**src/rtl/core/lpdr_pkg.sv**
```systemverilog
// Shared widths, defaults and the result record of the label pair renumbering block.
package lpdr_pkg;

  // Field widths of the channels
  localparam int unsigned LABEL_W = 10;
  localparam int unsigned KEY_W   = 2 * LABEL_W;
  localparam int unsigned DENSE_W = 10;
  localparam int unsigned COUNT_W = 11;

  // Default store size (distinct pairs per run)
  localparam int unsigned MAX_NODES_DEF = 1024;

  // Result buffer depth; a power of two so the pointers wrap on their own
  localparam int unsigned FIFO_DEPTH = 4;

  // One result item as it travels from the match stage to the output buffer
  typedef struct packed {
    logic [DENSE_W-1:0] dense_id;
    logic               newly_added;
    logic [COUNT_W-1:0] distinct_count;
    logic               overflow;
  } lpdr_result_t;

endpackage

```
**src/rtl/core/lpdr_out_fifo.sv**
```systemverilog
// Result buffer with credit tracking so the match pipeline never stalls.
module lpdr_out_fifo import lpdr_pkg::*; (
  input  logic         clk_i,
  input  logic         rst_ni,
  input  logic         credit_take_i,
  input  logic         push_i,
  input  lpdr_result_t push_data_i,
  output logic         out_valid_o,
  input  logic         out_ready_i,
  output lpdr_result_t out_data_o,
  output logic         has_credit_o
);

  localparam int unsigned PTR_W = $clog2(FIFO_DEPTH);
  localparam int unsigned OCC_W = $clog2(FIFO_DEPTH + 1);

  lpdr_result_t     buf_q [FIFO_DEPTH];
  logic [PTR_W-1:0] wptr_q, rptr_q;
  logic [OCC_W-1:0] stored_q, occ_q;
  logic             pop;

  assign pop = out_valid_o && out_ready_i;

  // Pointers, stored count and outstanding items (taken but not delivered)
  always_ff @(posedge clk_i or negedge rst_ni) begin
    if (!rst_ni) begin
      wptr_q   <= '0;
      rptr_q   <= '0;
      stored_q <= '0;
      occ_q    <= '0;
    end else begin
      if (push_i) begin
        wptr_q <= wptr_q + PTR_W'(1);
      end
      if (pop) begin
        rptr_q <= rptr_q + PTR_W'(1);
      end
      stored_q <= stored_q + OCC_W'(push_i) - OCC_W'(pop);
      occ_q    <= occ_q + OCC_W'(credit_take_i) - OCC_W'(pop);
    end
  end

  // Entry storage
  always_ff @(posedge clk_i) begin
    if (push_i) begin
      buf_q[wptr_q] <= push_data_i;
    end
  end

  assign out_valid_o  = (stored_q != '0);
  assign out_data_o   = buf_q[rptr_q];
  assign has_credit_o = (occ_q < OCC_W'(FIFO_DEPTH));

`ifndef ASSERT_OFF
  // Buffered results never outnumber outstanding items
  a_stored_le_occ: assert property (@(posedge clk_i) disable iff (!rst_ni)
    stored_q <= occ_q)
    else $error("more buffered results than outstanding items");

  // Credits guarantee room for every push
  a_no_overrun: assert property (@(posedge clk_i) disable iff (!rst_ni)
    push_i |-> (stored_q != OCC_W'(FIFO_DEPTH)))
    else $error("push into full result buffer");
`endif

endmodule
```
**config.mk**
```make
export PLATFORM = sky130hd
export DESIGN_NAME = lpdr_out_fifo
export DESIGN_NICKNAME = d
export VERILOG_FILES = /design/src/rtl/core/lpdr_pkg.sv /design/src/rtl/core/lpdr_out_fifo.sv
export SDC_FILE = /design/constraint.sdc
export NUM_CORES = 1
export LEC_CHECK = 0
export BUFFER_PORTS_ARGS = -buffer_cell sky130_fd_sc_hd__buf_2
export CORE_ASPECT_RATIO = 0.75
export CORE_MARGIN = 4
export CORE_UTILIZATION = 29
export CTS_CLUSTER_DIAMETER = 40
export DETAILED_ROUTE_END_ITERATION = 8
export HOLD_SLACK_MARGIN = 0.03
export SETUP_SLACK_MARGIN = 0.15
export SYNTH_ARGS = -nofsm -noshare
export SYNTH_HDL_FRONTEND = slang
export SYNTH_SLANG_ARGS = --single-unit
```
**constraint.sdc**
```tcl
create_clock -name clk_i -period 2.3 [get_ports clk_i]
set_input_delay 0.23 -clock clk_i [delete_from_list [all_inputs] [get_ports clk_i]]
set_output_delay 0.23 -clock clk_i [all_outputs]
set_load 0.005 [all_outputs]
```
==> flow_summary.toml <==
[synthesis]
seq_area_frac_synth_pct = 76.9
synth.area.mux_share_pct = 13.7
synth_compound_area_share_pct = 0.575
synth_top_family_by_area = "multiplexers"
synthAdderAreaFrac_pct = 3.58
synth_top_area_share_pct = 70.5
synth.area.top_cells = "edfxtp_1, mux4_2, dfrtp_1"
synth_xor_area_share_pct = 1.57
yosys.area_share.simple_pct = 0.895
syn_inst = 168
synth.avg_cell_area_um2 = 23.3
synth-main-ff-cell = "edfxtp_1"
synth_edf_count = 92
yosysTopAreaCell = "edfxtp_1"
synth.distinct_cells = 18
ys_async_sr_fraction_pct = 9.80
ys_ff_latch = 102
synth_area_um2 = 3920
synth_fp_nets = 206
yosysWarnings = 0

[die]
start_util_pct = 29.9
core-area_um2 = 13100
fp.dieH_um = 109
die-area_um2 = 15400
dieWidth_um = 142
io_pins = 53
row_count = 36

[timing]
final_hold_viol_count = 0
min_period_over_period_pct = 89.2
setup-tns-final_ns = 0
fmax_ghz = 0.488
drv_slew = 0
whs_ns = 0.104
setup_viol = 0
fin_worst_skew_ns = 0.00344
worst_slew_pin_slew_ns = 0.486
rsz0062_at_grt = "no"
relSlewSlack_pct = 67.6
fin_crit_ns = 2.05

[critical_path]
critPathArrivalTime_ns = 2.27
critical_path_class = "reg -> reg"
cp-end-kind = "flip-flop"
path_max_fanout = 4
cpMaxStageDelayCell = "dfrtp_1"
worstPathRequired_ns = 2.52
setup.worst_path.start_class = "flip-flop"
path_cells = "o31a_1 > ha_1 > inv_1 > ha_1 > inv_1 > fa_1 > xnor2_2 > xnor2_1"
max_stage_delay_ns = 0.43

[grt]
antenna_found_initial = 0
grt_pass1_wl_um = 10900
grt_use_total_pct = 9.82
grt_pass1_vias = 1882
grt_start_max_net_pins = 19
grt_overflow_total = 0

[clock_network]
cts_buffers = 9
cts-root-buf = "clkbuf_16"
clkLatencyLatePin_ns = 0.33
cts_max_path_buffers = 2
cts_max_level = 3
cts.clk_slew.worst_paths_ns = 0.07
clock_sinks = 102
cts_tree = "yes"

[finish]
drive_above_1_share_pct = 41.8
multi_input_area_um2 = 803
fin_cells = 415
fill_cells = 1224
antenna_cells = 0
syn_to_final_growth_pct = 20.7
seq_area_um2 = 3020
final_nets = 277

[job]
drv_cap = 0

[power]
power_density_nw_per_um2 = 1220
ir_drop_v = 0.000557
leakage_nw = 1.71
fin_total_pwr_mw = 5.75

[worst_hold_path]
min_path_type = "in -> reg"

[routing]
drtPass1Iterations = 4
wirelength_um = 7030
drtAntennaViolNets = 0
drt-met1-wl_um = 3200
routedWlPerCell_um = 16.9
met3_length_um = 359
drt_iter0_markers = 81
vias = 1782
top_layer_used = "met4"
wl_met2_um = 3410
viasPerCell = 4.29
drc = 0

[placed_design]
place_inst = 397
gp_congestion = 0.662
hpwl_um = 4700
portBuffers = 52

[status]
status = "finished, final reports clean"
==> area by class of cell <==
cell class	count	area share [%]
Sequential cell	102	63.8
Multi-Input combinational cell	49	17.0
Timing Repair Buffer	66	7.78
Clock buffer	9	4.77
Tap cell	171	4.53
Clock inverter	7	1.24
Inverter	11	0.874
==> critical path, delay by kind of cell, from the launching register on <==
family                   cells  cell delay, ns
AO/OA/AOI/OAI                1            0.33
flip-flops                   1            0.43
adder cells (fa/ha/maj)      3            0.79
buffers and inverters        2            0.09
XOR/XNOR                     2            0.28
==> placed cells by master, fill, tap and decap left out <==
cell type and n:
inv_6 1, dfrtp_1 8, xor2_1 3, clkbuf_16 9
buf_4 13, and2_1 4, inv_8 1, or3_1 1
o31a_1 1, clkinvlp_4 1, mux4_1 5, dfrtp_2 2
nand2_1 1, xnor2_2 1, mux4_2 18, clkinv_4 3
ha_1 8, o21ai_0 1, xnor2_1 3, clkinv_2 1
buf_2 52, dlygate4sd3_1 1, edfxtp_1 92, inv_1 11
fa_1 2, o311ai_0 1
==> synth_stat cells, types with 2 or more instances <==
cell type  number
edfxtp_1       92
mux4_2         18
inv_1          11
dfrtp_1        10
ha_1            8
mux4_1          5
and2_1          4
xnor2_1         4
buf_2           3
xor2_1          3
buf_12          2
fa_1            2
==> stage by stage <==
step                setup slack (ns)  area [um^2]  utilization, %
finish                         0.249         4730            36.1
global route                   0.182         4730            36.1
CTS                            0.193         4710            35.9
detailed placement             0.214         4420            33.7
global placement               0.255         4420            33.7
floorplan                      0.315         3920               -
==> metal layers <==
| layer | GRT usage [%] | vias up |
|---|---|---|
| li1 | - | 818 |
| met1 | 12.8 | 917 |
| met2 | 15.6 | 38 |
| met3 | 3.38 | 9 |
| met4 | 3.08 | 0 |
| met5 | 0 | - |
==> what timing repair did <==
item                                    in CTS  in global routing
gates resized for setup                      0                  2
endpoints found under the hold margin       10                  0
endpoints found under the setup margin       0                  1
buffers inserted                             0                  1
hold buffers                                 1                  0
==> state kept, by name (all words and copies together), names as in the netlist <==
register  cells
occ_q         3
rptr_q        2
stored_q      3
buf_q        92
wptr_q        2
==> where the power goes <==
group | internal, mW | total (mW) | switching, mW
Sequential | 2.46 | 2.59 | 0.129
Clock | 0.748 | 1.42 | 0.667
Combinational | 0.878 | 1.74 | 0.866
==> worst paths after layout <==
check | depth (start not counted) | start | slack [ns] | endpoint
max in group asynchronous | 2 | rst_ni | 1.79 | rptr_q[0]
setup reg to reg | 8 | stored_q[2] | 0.25 | stored_q[2]
hold / removal | 1 | push_data_i[17] | 0.10 | buf_q[1][17]
min in group asynchronous | 2 | rst_ni | 0.29 | stored_q[2]
setup / recovery | 8 | stored_q[2] | 0.25 | stored_q[2]
hold reg to reg | 1 | wptr_q[0] | 0.53 | wptr_q[0]
==> logic make-up (layout without fill, tap and decap cells) <==
group,count (synthesis),in the layout
buffers and inverters,17,93
AO/OA/AOI/OAI,3,3
flip-flops,102,102
AND/OR/NAND/NOR,6,6
XOR/XNOR,7,7
adder cells (fa/ha/maj),10,10
multiplexers,23,23
Note: power is estimated with default switching activity, not from simulation.
