**src/rtl/core/lpdr_pkg.sv**
```systemverilog
// Shared widths, defaults and the result record of the label pair renumbering block.
package lpdr_pkg;

  // Field widths of the channels
  localparam int unsigned LABEL_W = 10;
  localparam int unsigned KEY_W   = 2 * LABEL_W;
  localparam int unsigned DENSE_W = 10;
  localparam int unsigned COUNT_W = 11;

  // Default store size (distinct pairs per run)
  localparam int unsigned MAX_NODES_DEF = 1024;

  // Result buffer depth; a power of two so the pointers wrap on their own
  localparam int unsigned FIFO_DEPTH = 4;

  // One result item as it travels from the match stage to the output buffer
  typedef struct packed {
    logic [DENSE_W-1:0] dense_id;
    logic               newly_added;
    logic [COUNT_W-1:0] distinct_count;
    logic               overflow;
  } lpdr_result_t;

endpackage

```
**src/rtl/core/lpdr_match.sv**
```systemverilog
// Match pipeline: stage registers, recent-write bypass, pair count and result build.
module lpdr_match import lpdr_pkg::*; #(
  parameter int unsigned MAX_NODES = MAX_NODES_DEF
) (
  input  logic                         clk_i,
  input  logic                         rst_ni,
  input  logic                         acc_i,
  input  logic [KEY_W-1:0]             key_i,
  input  logic                         start_i,
  input  logic [$clog2(MAX_NODES)-1:0] map_id_i,
  input  logic [KEY_W-1:0]             keys_rd_i,
  output logic                         wr_en_o,
  output logic [KEY_W-1:0]             wr_key_o,
  output logic [$clog2(MAX_NODES)-1:0] wr_id_o,
  output logic                         res_vld_o,
  output lpdr_result_t                 res_o
);

  localparam int unsigned IDX_W    = $clog2(MAX_NODES);
  localparam int unsigned CNT_W    = $clog2(MAX_NODES + 1);
  localparam int unsigned IdExtW   = (IDX_W > DENSE_W) ? IDX_W : DENSE_W;
  localparam int unsigned CntExtW  = (CNT_W > COUNT_W) ? CNT_W : COUNT_W;

  // Stage 1: map lookup data arrives
  logic             s1_vld_q;
  logic [KEY_W-1:0] s1_key_q;
  logic             s1_start_q;
  // Stage 2: key lookup data arrives, item resolves
  logic             s2_vld_q;
  logic [KEY_W-1:0] s2_key_q;
  logic             s2_start_q;
  logic [IDX_W-1:0] s2_map_q;

  // Inserts made at the last edge (wr1) and the one before (wr2)
  logic             wr1_vld_q, wr2_vld_q;
  logic [KEY_W-1:0] wr1_key_q, wr2_key_q;
  logic [IDX_W-1:0] wr1_id_q,  wr2_id_q;

  logic [CNT_W-1:0] cnt_q, cnt_d;

  logic [CNT_W-1:0]   cnt_eff;
  logic               fwd1_hit, fwd2_hit, mem_hit, hit, full, ins;
  logic [IDX_W-1:0]   hit_id, id_out;
  logic [IdExtW-1:0]  id_ext;
  logic [CntExtW-1:0] cnt_ext;

  // Pipeline registers
  always_ff @(posedge clk_i or negedge rst_ni) begin
    if (!rst_ni) begin
      s1_vld_q  <= 1'b0;
      s2_vld_q  <= 1'b0;
      wr1_vld_q <= 1'b0;
      wr2_vld_q <= 1'b0;
      cnt_q     <= '0;
    end else begin
      s1_vld_q  <= acc_i;
      s2_vld_q  <= s1_vld_q;
      wr1_vld_q <= wr_en_o;
      wr2_vld_q <= wr1_vld_q;
      if (s2_vld_q) begin
        cnt_q <= cnt_d;
      end
    end
  end

  always_ff @(posedge clk_i) begin
    s1_key_q   <= key_i;
    s1_start_q <= start_i;
    s2_key_q   <= s1_key_q;
    s2_start_q <= s1_start_q;
    s2_map_q   <= map_id_i;
    wr1_key_q  <= wr_key_o;
    wr1_id_q   <= wr_id_o;
    wr2_key_q  <= wr1_key_q;
    wr2_id_q   <= wr1_id_q;
  end

  // Resolve: a slot counts only below the live count; the newest insert wins,
  // and a slot rewritten by a newer insert no longer holds the older key
  always_comb begin
    cnt_eff  = s2_start_q ? '0 : cnt_q;
    fwd1_hit = wr1_vld_q && (wr1_key_q == s2_key_q) && (CNT_W'(wr1_id_q) < cnt_eff);
    fwd2_hit = wr2_vld_q && (wr2_key_q == s2_key_q) && (CNT_W'(wr2_id_q) < cnt_eff)
               && !(wr1_vld_q && (wr1_id_q == wr2_id_q));
    mem_hit  = (CNT_W'(s2_map_q) < cnt_eff) && (keys_rd_i == s2_key_q)
               && !(wr1_vld_q && (wr1_id_q == s2_map_q));
    hit      = fwd1_hit || fwd2_hit || mem_hit;
    priority if (fwd1_hit) begin
      hit_id = wr1_id_q;
    end else if (fwd2_hit) begin
      hit_id = wr2_id_q;
    end else begin
      hit_id = s2_map_q;
    end
    full   = (cnt_eff == CNT_W'(MAX_NODES));
    ins    = !hit && !full;
    if (hit) begin
      id_out = hit_id;
    end else if (ins) begin
      id_out = cnt_eff[IDX_W-1:0];
    end else begin
      id_out = '0;
    end
    cnt_d   = ins ? (cnt_eff + CNT_W'(1)) : cnt_eff;
    id_ext  = IdExtW'(id_out);
    cnt_ext = CntExtW'(cnt_d);
  end

  // Insert write and result record
  assign wr_en_o  = s2_vld_q && ins;
  assign wr_key_o = s2_key_q;
  assign wr_id_o  = id_out;

  assign res_vld_o            = s2_vld_q;
  assign res_o.dense_id       = id_ext[DENSE_W-1:0];
  assign res_o.newly_added    = ins;
  assign res_o.distinct_count = cnt_ext[COUNT_W-1:0];
  assign res_o.overflow       = !hit && full;

`ifndef ASSERT_OFF
  // Count stays within the store size
  a_cnt_bound: assert property (@(posedge clk_i) disable iff (!rst_ni)
    cnt_q <= CNT_W'(MAX_NODES))
    else $error("pair count above store size");

  // When the count grows, it grows by one
  a_cnt_step: assert property (@(posedge clk_i) disable iff (!rst_ni)
    (cnt_q > $past(cnt_q)) |-> (cnt_q == $past(cnt_q) + CNT_W'(1)))
    else $error("pair count jumped");

  // A clearing item always becomes the only stored pair
  a_clear_one: assert property (@(posedge clk_i) disable iff (!rst_ni)
    (s2_vld_q && s2_start_q) |=> (cnt_q == CNT_W'(1)))
    else $error("clear did not leave exactly one pair");
`endif

endmodule

```
**config.mk**
```make
export PLATFORM = sky130hd
export DESIGN_NAME = lpdr_match
export DESIGN_NICKNAME = d
export VERILOG_FILES = /design/src/rtl/core/lpdr_pkg.sv /design/src/rtl/core/lpdr_match.sv
export SDC_FILE = /design/constraint.sdc
export NUM_CORES = 1
export LEC_CHECK = 0
export ABC_AREA = 1
export BUFFER_PORTS_ARGS = -buffer_cell sky130_fd_sc_hd__buf_2
export CORE_MARGIN = 3
export CORE_UTILIZATION = 55
export CTS_BUF_LIST = sky130_fd_sc_hd__clkbuf_16
export CTS_CLUSTER_SIZE = 10
export DETAILED_ROUTE_END_ITERATION = 10
export PLACE_DENSITY_LB_ADDON = 0.08
export SYNTH_ARGS = -nofsm -noshare
export SYNTH_HDL_FRONTEND = slang
export SYNTH_SLANG_ARGS = --single-unit
```
**constraint.sdc**
```tcl
create_clock -name clk_i -period 5.25 [get_ports clk_i]
set_input_delay 0.2625 -clock clk_i [delete_from_list [all_inputs] [get_ports clk_i]]
set_output_delay 0.2625 -clock clk_i [all_outputs]
set_load 0.005 [all_outputs]
```
==> results of run 1 <==
## flip-flops by register name, indices dropped and copies added, names as in the netlist, 10 cells and up
name	cells
cnt_q	11
s1_key_q	20
s2_map_q	10
wr1_id_q	10
wr1_key_q	20
wr2_id_q	10
wr2_key_q	20
wr_key_o	20
## cells by family after synthesis
family	synth area share, %
and+or+nand+nor	36.3
buffers and inverters	10.1
adders and majority gates	5.70
xor gates and xnor gates	3.44
DFF	41.1
AOI/OAI and AO/OA	3.36
## synth_stat cells (all sizes together)
master	instances	area, µm²
o21a	1	7.51
ha	29	363
or2	9	56.3
nor2b	1	6.26
nand2	309	1200
nand3b	2	15.0
nand4	25	181
nand3	54	330
nor3b	1	7.51
dfrtp	15	375
nand2b	1	13.8
xor2	4	35.0
o21bai	1	7.51
inv	127	479
xnor2	21	184
dfxtp	112	2240
nor2	82	348
a21boi	2	15.0
o211ai	7	77.6
a21oi	12	60.1
nor4	1	6.26
o22ai	1	6.26
and3	3	18.8
and2	12	75.1
nor3	7	55.1
o21ai	8	40.0
buf	20	158
clkbuf	1	3.75
## through the flow
step	worst slack (ns)	hold WS [ns]	cells	total power [µW]
floorplan	2.70	-0.0331	868	1240
global placement	1.75	0.179	1095	1320
detailed placement	1.72	0.190	1095	1330
CTS	1.26	0.273	1160	2470
global route	0.865	0.302	1160	2560
finish	1.19	0.277	1160	2470
## power breakdown
part | leakage (µW) | switching (µW) | internal (µW)
clock network | 0.000283 | 483 | 648
registers | 0.00113 | 48.9 | 1010
logic | 0.00282 | 154 | 120
total | 0.00424 | 685 | 1780
## critical path: stages, from the launching register on
cell     delay (ns)
dfxtp_1        0.43
nor2_1         0.44
inv_1          0.28
ha_1           0.35
nand2_1        0.07
nor2_1         0.11
nand3_1        0.08
nor2_1         0.11
nor2_1         0.05
nand4_1        0.38
inv_1          0.14
nor2_4         0.38
nand3_1        0.24
and2_1         0.19
buf_2          0.12
## how the worst max path moves through the flow
stage / startpoint / to / slack (ns) / cells after the start
6_report: s2_start_q / res_o[1] / 1.19 / 14
4_1_cts: s2_start_q / res_o[1] / 1.26 / 14
3_3_place_gp: s2_start_q / res_o[1] / 1.75 / 14
3_5_place_dp: s2_start_q / res_o[1] / 1.72 / 14
5_1_grt: s2_start_q / res_o[1] / 0.86 / 14
2_1_floorplan: s2_start_q / wr_id_o[2] / 2.70 / 18
## final cells by class
type / instances / area share, %
Sequential cell: 127 / 33.5
Multi-Input combinational cell: 593 / 39.7
Clock inverter: 14 / 1.52
Inverter: 127 / 6.13
Tap cell: 140 / 2.24
Timing Repair Buffer: 141 / 11.1
Clock buffer: 18 / 5.76
## metal layers
metal / vias up / track usage (%) / wire [µm]
met5: - / 0 / 0
met4: 0 / 8.17 / 246
met3: 25 / 7.69 / 1610
met2: 254 / 42.8 / 7760
met1: 2674 / 41.9 / 8540
li1: 2951 / - / -
## timing repair
action / CTS / global route
hold buffers: 33 / 0
hold endpoints to repair: 47 / 0
setup buffers: 0 / 0
==> qor.csv, run 1 <==
metric,value,unit
crit start category,flip-flop,
max_cap viols,0,
post-cts sizing count,0,
initial antenna violation count,0,
Core ar.,11100,µm²
Rows,38,
I/O Buffers,108,
"Clk Latency, worst-skew pair",0.42,ns
vias in the first global route,5763,
Final Max Tran Viols,0,
routed length per placed instance,15.7,µm
Seq. cell area,2620,µm²
first-pass GRT wire length,29000,µm
CTS max path bufs,2,
Mapped Nets,951,
"Reg clk slew, reported paths",0.06,ns
leakage dissipation,0.00424,µW
CTS Buf Count,17,
CTS tree,yes,
pwr dens,316,nW/µm²
Filler cells,926,
vias,5904,
setup_tns,0,ns
critical path capture point type,primary output,
total track usage,29.0,%
worst reg2reg path depth,14,
FF-to-FF Start,s2_start_q,
R2R Setup Slk,1.89,ns
Nets,1090,
largest net degree at the start of global routing,24,
vias per inst,5.09,
Yosys reg bits,127,
iteration count of the initial detailed-routing pass,6,
clock root cell,clkbuf_16,
final core utilization,70.6,%
die width,114,µm
total die area,12900,µm²
Worst Hold Class,input port to asynchronous set/reset pin,
DP HPWL,13600,µm
Mapped Area,6370,µm²
"commonest non-fill, non-tap cell in the layout",nand2_1,
Post-DP Area,6920,µm²
die height,114,µm
number of diodes,0,
crit-path max FO,14,
syn avg cell area,7.33,µm²
# H-tree levels,4,
Reg-to-Reg End,cnt_q[0],
outcome,finished clean,
Worst VDD drop,0.000492,V
Layout area overhead,22.8,%
Cells after Synth,868,
sequential cell area fraction in the yosys report,41.1,%
fin crit period,4.06,ns
slew margin rel.,57.8,%
final hold viol count,0,
multi-input logic area,3110,µm²
endpoints failing setup,0,
slew of the pin with the lowest slew margin,0.632,ns
number of distinct library cells after synthesis,45,
Fin Clk Skew,0.00724,ns
drt total wl,18200,µm
Placer Congestion,0.938,
Clock Sink Count,127,
Arrival @ worst endpoint,3.80,ns
initial core utilization,57.5,%
layout cell share with drive strength beyond 1,17.6,%
RSZ-0062 raised after global routing,false,
crit path kind,flip-flop to primary output,
grt total ovfl,0,
Max Clk Rate,246,MHz
Yosys warnings,0,
Post-DRT Antenna Nets,0,
final instance area,7820,µm²
fin crit share,77.4,%
Worst EP required,4.99,ns
most frequent cells in the layout,"nand2_1 (303), inv_1 (126), dfxtp_1 (112)",
Initial DRC Count,472,
# DRC,0,
boundary pin count,109,
(Power assumes the default switching activity.)
==> run 2: changes to the inputs <==
CORE_UTILIZATION = 51   (was 55)
clock period = 3.66 ns   (was 5.25 ns; I/O delays follow)
==> run 2 against run 1 <==
Against the previous run: design area is 1.5% higher; clock power grew 40%; highest routed layer unchanged; clock skew shrank 0.00092 ns; largest power group unchanged; register-to-register slack lost 0.94 ns; die area up 7.4%; critical path type unchanged.
==> qor.csv, run 2 (synthesis results as in run 1) <==
metric,value,unit,change
final hold viol count,0,,unchanged
Arrival @ worst endpoint,3.15,ns,-0.65 ns
Core ar.,12100,µm²,+9.3%
Fin Clk Skew,0.00631,ns,-0.000925 ns
CTS Buf Count,17,,unchanged
number of diodes,0,,unchanged
RSZ-0062 raised after global routing,false,,
"Reg clk slew, reported paths",0.06,ns,about the same
vias per inst,4.79,,-5.8%
Initial DRC Count,433,,-8.3%
most frequent cells in the layout,"nand2_1 (303), inv_1 (126), dfxtp_1 (111)",,
Final Max Tran Viols,0,,unchanged
Worst VDD drop,0.000340,V,-31%
Worst EP required,3.48,ns,-1.51 ns
layer with the highest usage,met1,,
clock root cell,clkbuf_16,,
initial antenna violation count,0,,unchanged
total track usage,24.9,%,-4.1 points
pwr dens,439,nW/µm²,+39%
met2 Usage GRT,35.2,%,-7.5 points
endpoints failing setup,0,,unchanged
"commonest non-fill, non-tap cell in the layout",nand2_1,,
Fin Hold WS,0.190,ns,-0.0874 ns
layout cell share with drive strength beyond 1,18.8,%,+1.2 points
fin crit period,3.33,ns,
critical path capture point type,primary output,,
outcome,finished clean,,
largest net degree at the start of global routing,18,,-25%
met1 Track Usage GR,37.3,%,-4.6 points
crit path kind,flip-flop to primary output,,
DP HPWL,13000,µm,-4.2%
leakage dissipation,0.00429,µW,+1.3%
vias,5748,,-2.6%
setup_tns,0,ns,unchanged
CTS max path bufs,2,,unchanged
setup ws final,0.330,ns,-0.859 ns
Worst Hold Class,input port to asynchronous set/reset pin,,
fin crit share,91.0,%,
Rows,40,,+5.3%
iteration count of the initial detailed-routing pass,5,,-1
# DRC,0,,unchanged
initial core utilization,52.6,%,-4.9 points
I/O Buffers,108,,unchanged
CTS tree,yes,,
boundary pin count,109,,unchanged
Nets,1101,,+1.0%
Placer Congestion,0.960,,+2.3%
Post-DRT Antenna Nets,0,,unchanged
# H-tree levels,4,,unchanged
die width,118,µm,+3.6%
die height,118,µm,+3.6%
total die area,13900,µm²,+7.4%
grt total ovfl,0,,unchanged
drt total wl,16800,µm,-7.4%
"Clk Latency, worst-skew pair",0.43,ns,about the same
crit-path max FO,17,,+3
max_cap viols,0,,unchanged
Layout area overhead,24.7,%,
vias in the first global route,5366,,-6.9%
Clock Sink Count,127,,unchanged
first-pass GRT wire length,27200,µm,-6.2%
slew of the pin with the lowest slew margin,0.480,ns,-0.152 ns
crit start category,flip-flop,,
met3 usage,5.24,%,-2.5 points
pre-CTS WS,0.539,ns,-1.18 ns
slew margin rel.,68.0,%,+10 points
routed length per placed instance,14.0,µm,-10%
Max Clk Rate,300,MHz,
-- run 2: through the flow --
stage               cells  power, µW  area [µm²]  util (%)
floorplan             868       1770        6370         -
global placement     1131       1900        7020      57.9
detailed placement   1131       1900        7020      57.9
CTS                  1196       3500        7890      65.2
global route         1199       3630        7940      65.5
finish               1199       3480        7940      65.5
-- run 2: worst max-delay path, cell delays in order, from the launching register on --
cell	delay, ns
dfxtp_2	0.39
nor2_1	0.28
inv_1	0.19
ha_1	0.33
nand2_1	0.06
nand2_1	0.05
nand3_1	0.08
nor2b_1	0.14
nand3_1	0.13
nor2_4	0.16
nand3_4	0.22
o21ai_0	0.30
nand2_1	0.09
nand3_1	0.08
nand2_1	0.10
buf_2	0.14
-- run 2: where the power goes --
group | switching (µW) | internal [µW] | total [µW]
clock | 692 | 886 | 1580
sequential | 67.0 | 1450 | 1520
combinational | 212 | 172 | 385
total | 972 | 2510 | 3480
-- run 2: cell type report --
cell class,count,area (µm²)
repair buffers,152,966
flip-flops and latches,127,2620
well taps,168,210
fillers,1104,4170
inverters,127,479
multi-input cells,593,3120
clock buffers,17,425
clock inverters,15,123
-- run 2: layer usage --
| layer | up-vias | wire length (µm) |
|---|---|---|
| met5 | - | 0 |
| met3 | 24 | 1200 |
| li1 | 2981 | - |
| met4 | 0 | 253 |
| met2 | 213 | 6890 |
| met1 | 2530 | 8470 |
-- run 2: worst paths after layout --
path	slack [ns]	cells after the start	end	from
setup reg to reg	0.95	14	wr1_id_q[4]	s2_start_q
max in group asynchronous	3.21	2	wr2_vld_q	rst_ni
min in group clk_i	0.33	0	wr_key_o[4]	s1_key_q[4]
hold reg to reg	0.33	0	wr_key_o[4]	s1_key_q[4]
setup / recovery	0.33	15	res_o[17]	s2_start_q
hold / removal	0.19	2	cnt_q[0]	rst_ni
-- run 2: what timing repair did --
action                                  in CTS  in global routing
hold buffers                                33                  0
endpoints found under the hold margin       47                  0
setup buffers                                0                  3
resized for setup                            0                  3
endpoints found under the setup margin       0                 31
